**src/rtl/entity_overlap_query_defines.svh**
```systemverilog
// ----------------------------------------------------------------------------
// entity_overlap_query_defines
// Assertion helpers for the RTL.
// ----------------------------------------------------------------------------
`ifndef ENTITY_OVERLAP_QUERY_DEFINES_SVH
`define ENTITY_OVERLAP_QUERY_DEFINES_SVH

// Same-cycle implication, held off while in reset.
`define EOQ_ASSERT_IMP(lbl, ante, cons, msg) \
  lbl: assert property (@(posedge clk_i) disable iff (!rst_ni) (ante) |-> (cons)) \
    else $error(msg);

// Next-cycle implication, held off while in reset.
`define EOQ_ASSERT_NXT(lbl, ante, cons, msg) \
  lbl: assert property (@(posedge clk_i) disable iff (!rst_ni) (ante) |=> (cons)) \
    else $error(msg);

`endif

```
**src/rtl/eoq_pkg.sv**
```systemverilog
// ----------------------------------------------------------------------------
// eoq_pkg
// Types and constants of the entity overlap query block.
// ----------------------------------------------------------------------------
package eoq_pkg;

  localparam int FRAC_BITS  = 12;
  localparam int Z_BAND_LO  = -126;
  localparam int Z_BAND_HI  = 127;

  // request function codes
  typedef enum logic [1:0] {
    FUNC_WRITE = 2'd0,
    FUNC_QUERY = 2'd1,
    FUNC_READ  = 2'd2
  } eoq_func_e;

  // configuration register indexes
  typedef enum logic {
    REG_ENTITY_COUNT = 1'b0,
    REG_PLAYER_INDEX = 1'b1
  } eoq_reg_e;

  typedef enum logic [1:0] {
    ST_IDLE,
    ST_WALK,
    ST_DRAIN,
    ST_DONE
  } eoq_state_e;

  typedef struct packed {
    logic [1:0]         func;
    logic [4:0]         index;
    logic signed [31:0] pos_x;
    logic signed [31:0] pos_y;
    logic signed [31:0] pos_z;
    logic [15:0]        radius;
    logic               active;
    logic               no_mark;
    logic               passable;
  } eoq_req_t;

  typedef struct packed {
    logic found;
    logic mark;
  } eoq_res_t;

  // one table entry, held in a cell
  typedef struct packed {
    logic [31:0] x;
    logic [31:0] y;
    logic [31:0] z;
    logic [15:0] radius;
    logic        active;
    logic        no_mark;
    logic        passable;
  } eoq_entry_t;

  // query operands latched at request time
  typedef struct packed {
    logic [31:0] x;
    logic [31:0] y;
    logic [31:0] z;
    logic [15:0] self_radius;
  } eoq_query_t;

  // overlap test outcome
  typedef struct packed {
    logic hit;
    logic no_mark;
    logic passable;
  } eoq_hit_t;

endpackage

```
**src/rtl/eoq_cell.sv**
```systemverilog
// ----------------------------------------------------------------------------
// eoq_cell
// One entry of the entity ring: loads on write, passes to its neighbor on shift.
// ----------------------------------------------------------------------------
module eoq_cell (
  input  logic               clk_i,
  input  logic               rst_ni,
  input  logic               load_i,
  input  eoq_pkg::eoq_entry_t load_data_i,
  input  logic               shift_i,
  input  eoq_pkg::eoq_entry_t shift_data_i,
  output eoq_pkg::eoq_entry_t data_o
);
  import eoq_pkg::*;

  eoq_entry_t ent_q, ent_d;
  logic       active_q;

  // next entry value
  always_comb begin
    ent_d = ent_q;
    if (load_i) begin
      ent_d = load_data_i;
    end else if (shift_i) begin
      ent_d = shift_data_i;
    end
  end

  // payload, no reset
  always_ff @(posedge clk_i) begin
    ent_q <= ent_d;
  end

  // active flag clears on reset
  always_ff @(posedge clk_i or negedge rst_ni) begin
    if (!rst_ni) begin
      active_q <= 1'b0;
    end else begin
      active_q <= ent_d.active;
    end
  end

  always_comb begin
    data_o        = ent_q;
    data_o.active = active_q;
  end

endmodule

```
**config.mk**
```make
export PLATFORM = sky130hd
export DESIGN_NAME = eoq_cell
export DESIGN_NICKNAME = d
export VERILOG_FILES = /design/src/rtl/entity_overlap_query_defines.svh /design/src/rtl/eoq_pkg.sv /design/src/rtl/eoq_cell.sv
export SDC_FILE = /design/constraint.sdc
export NUM_CORES = 1
export LEC_CHECK = 0
export BUFFER_PORTS_ARGS = -buffer_cell sky130_fd_sc_hd__buf_2
export CAP_MARGIN = 20
export CORE_MARGIN = 1.5
export CORE_UTILIZATION = 25
export CTS_CLUSTER_SIZE = 14
export DETAILED_ROUTE_END_ITERATION = 12
export PLACE_DENSITY_LB_ADDON = 0.3
export SETUP_SLACK_MARGIN = 0.15
export SKIP_CTS_REPAIR_TIMING = 1
export SLEW_MARGIN = 20
export SYNTH_ARGS = -nofsm -noshare
export SYNTH_HDL_FRONTEND = slang
export SYNTH_SLANG_ARGS = --single-unit
```
**constraint.sdc**
```tcl
create_clock -name clk_i -period 0.8 [get_ports clk_i]
set_input_delay 0.16 -clock clk_i [delete_from_list [all_inputs] [get_ports clk_i]]
set_output_delay 0.16 -clock clk_i [all_outputs]
set_load 0.02 [all_outputs]
```
==> impl_metrics.env <==
export IMPL_status="finished with violations"
export IMPL_failed_checks="negative setup slack"
export IMPL_drtIter0Drc=202
export IMPL_avgRoutedWirePerCell_um=18.13
export IMPL_internal_power_mw=14.64
export IMPL_rrSetupSlack_ns=0.17
export IMPL_yosysWarnings=0
export IMPL_rsz0062_at_grt="true"
export IMPL_grt_usage_pct=12.62
export IMPL_synthTopCellsByArea="edfxtp_1, a22o_1, buf_4"
export IMPL_final_common_cell="buf_2"
export IMPL_clockBufferDepth=2
export IMPL_netlist_area_leader_share_pct=61.55
export IMPL_ys_ff_latch=116
export IMPL_cp_slowest_cell="edfxtp_1"
export IMPL_r2r_end="active_q"
export IMPL_ioPinCount=349
export IMPL_p_sw_share_pct=25.24
export IMPL_cp_cell_sequence="buf_6"
export IMPL_fp_row_count=54
export IMPL_grt_first_pass_wirelength_mm=22.46
export IMPL_mostFrequentLayoutCells="buf_2, edfxtp_1, a22o_1"
export IMPL_synth_edf_count=114
export IMPL_syn_num_nets=612
export IMPL_power_switching_mw=4.942
export IMPL_pwr_share_comb_pct=19.5
export IMPL_reg2reg_depth=2
export IMPL_relSlewSlack_pct=80.73
export IMPL_fmax_mhz=863.2
export IMPL_yosysSeqAreaShare_pct=62.36
export IMPL_drv_slew=0
export IMPL_cp_max_fo=1
export IMPL_firstDrtPassIters=6
export IMPL_cts_root_buf="clkbuf_16"
export IMPL_yosysUniqueCellTypes=14
export IMPL_p_leak_nw=3.889
export IMPL_path_clk_slew_ns=0.06
export IMPL_die_y_um=152.2
export IMPL_finClkSkew_ns=0.00005146
export IMPL_worst_pin_slew_ns=0.2891
export IMPL_synthArstFlopShare_pct=0.8621
export IMPL_r2r_start="ent_q[2]"
export IMPL_pre_cts_ws_ns=-0.4077
export IMPL_grt_pass1_vias=3983
export IMPL_hold_depth=2
export IMPL_clkPwrFrac_pct=41.2
export IMPL_hold_viol=0
export IMPL_setup_viol_count_final=190
export IMPL_portBuffers=348
export IMPL_routed_via_count=4037
export IMPL_fin_ws_ns=-0.3585
export IMPL_cts_max_level=4
export IMPL_worstHoldEndpoint="data_o[100]"
export IMPL_synth_area_leader_cell="edfxtp_1"
export IMPL_wirelength_mm=17.13
export IMPL_nFillCells=2130
export IMPL_gp_congestion=0.7179
export IMPL_clock_sinks=116
export IMPL_cts_buffers=17
export IMPL_cts_tree="yes"
export IMPL_endpoint_kind="output port"
export IMPL_cp_startpoint="data_o[101]"
export IMPL_synthCells=378
export IMPL_drive_gt1_share_pct=63.95
export IMPL_fin_nets=884
export IMPL_cap_violations=0
export IMPL_core_area_um2=21820
export IMPL_dp_cells=881
export IMPL_via_per_inst=4.272
export IMPL_hold_ws_ns=0.03156
export IMPL_initial_core_util_pct=25.48
export IMPL_ys_dominant_reg_cell="edfxtp_1"
export IMPL_clk_latency_ns=0.41
export IMPL_arrival_ns=1.00
export IMPL_die_area_um2=23150
export IMPL_antenna_found_initial=4
export IMPL_finalInstanceArea_um2=8508
export IMPL_antenna_left=0
export IMPL_place_detailed_hpwl_mm=10.96
export IMPL_drc=0
export IMPL_start_kind="flip-flop"
export IMPL_required_ns=0.64
export IMPL_path_class="reg -> out"
export IMPL_p_seq_share_pct=39.4
export IMPL_placement_cell_area_um2=6814
export IMPL_min_period_ns=1.158
export IMPL_hold_path_class="in -> reg"
export IMPL_worstHoldStart="shift_data_i[100]"
export IMPL_syn_area_um2=5562
export IMPL_grt_max_degree=61
export IMPL_cellPowerDensity_nw_per_um2=2301
export IMPL_final_util_pct=38.99
export IMPL_synth_area_per_cell_um2=14.71
export IMPL_power_mw=19.58
export IMPL_path_delay_family="flip-flops"
export IMPL_synthToLayoutAreaGrowth_pct=52.98
export IMPL_die_x_um=152.2
export IMPL_fin_crit_sh_pct=144.8
export IMPL_grt_overflow_total=0
export IMPL_critPathMaxStageDelay_ns=0.43
export IMPL_crit_buf_inv=1
export IMPL_fin_tns_setup_ns=-36.76
export IMPL_peakVddDrop_v=0.001142
export IMPL_layout_cells_non_filler=945
-- registers in the layout, indices dropped and copies added (netlist names) --
name      cells
active_q      1
data_o      114
ent_q         1
-- worst max-delay path by stage --
stage	to	slack [ns]	depth (start not counted)
after floorplan	data_o[0]	-0.85	3
after global placement	data_o[51]	-0.38	5
after detailed placement	data_o[53]	-0.41	5
after CTS	data_o[101]	-0.42	1
after global routing	data_o[101]	-0.41	1
final	data_o[101]	-0.36	1
-- cell type report --
class | instances | area, um^2 | share of cell area, %
Tap cell | 280 | 350.3 | 4.118
Multi-Input combinational cell | 121 | 1044 | 12.26
Clock inverter | 13 | 182.7 | 2.147
Clock buffer | 19 | 432.9 | 5.088
Sequential cell | 116 | 3468 | 40.76
Antenna cell | 2 | 5.005 | 0.05882
Timing Repair Buffer | 394 | 3025 | 35.56
-- synth_stat cells (2+ instances only) --
cell type,instances
buf_2,10
o21ai_0,2
a22o_1,113
edfxtp_1,114
buf_4,117
buf_6,8
nand2_1,3
clkbuf_1,5
-- power groups by stage --
stage               Combinational (mW)  Sequential [mW]  Clock, mW
floorplan                         2.42             7.68          0
global placement                  2.96             7.71          0
detailed placement                2.98             7.72          0
CTS                               2.98             7.61       8.27
global route                      4.02             7.77       8.55
finish                            3.81             7.71       8.06
-- metal layers --
layer,track usage [%],routed length (um),share of wire (%)
met5,0,32,0.19
met4,4.022,129,0.75
met3,5.546,1346,7.9
met2,21.33,8537,50
met1,14.28,7086,41
-- logic make-up after synthesis --
| family | count (synthesis) | synth area share, % |
|---|---|---|
| buffers and inverters | 141 | 18.92 |
| DFF | 116 | 62.36 |
| AOI/OAI and AO/OA | 115 | 17.98 |
| and+or+nand+nor | 5 | 0.5624 |
| muxes | 1 | 0.1800 |
(Power assumes the default switching activity.)
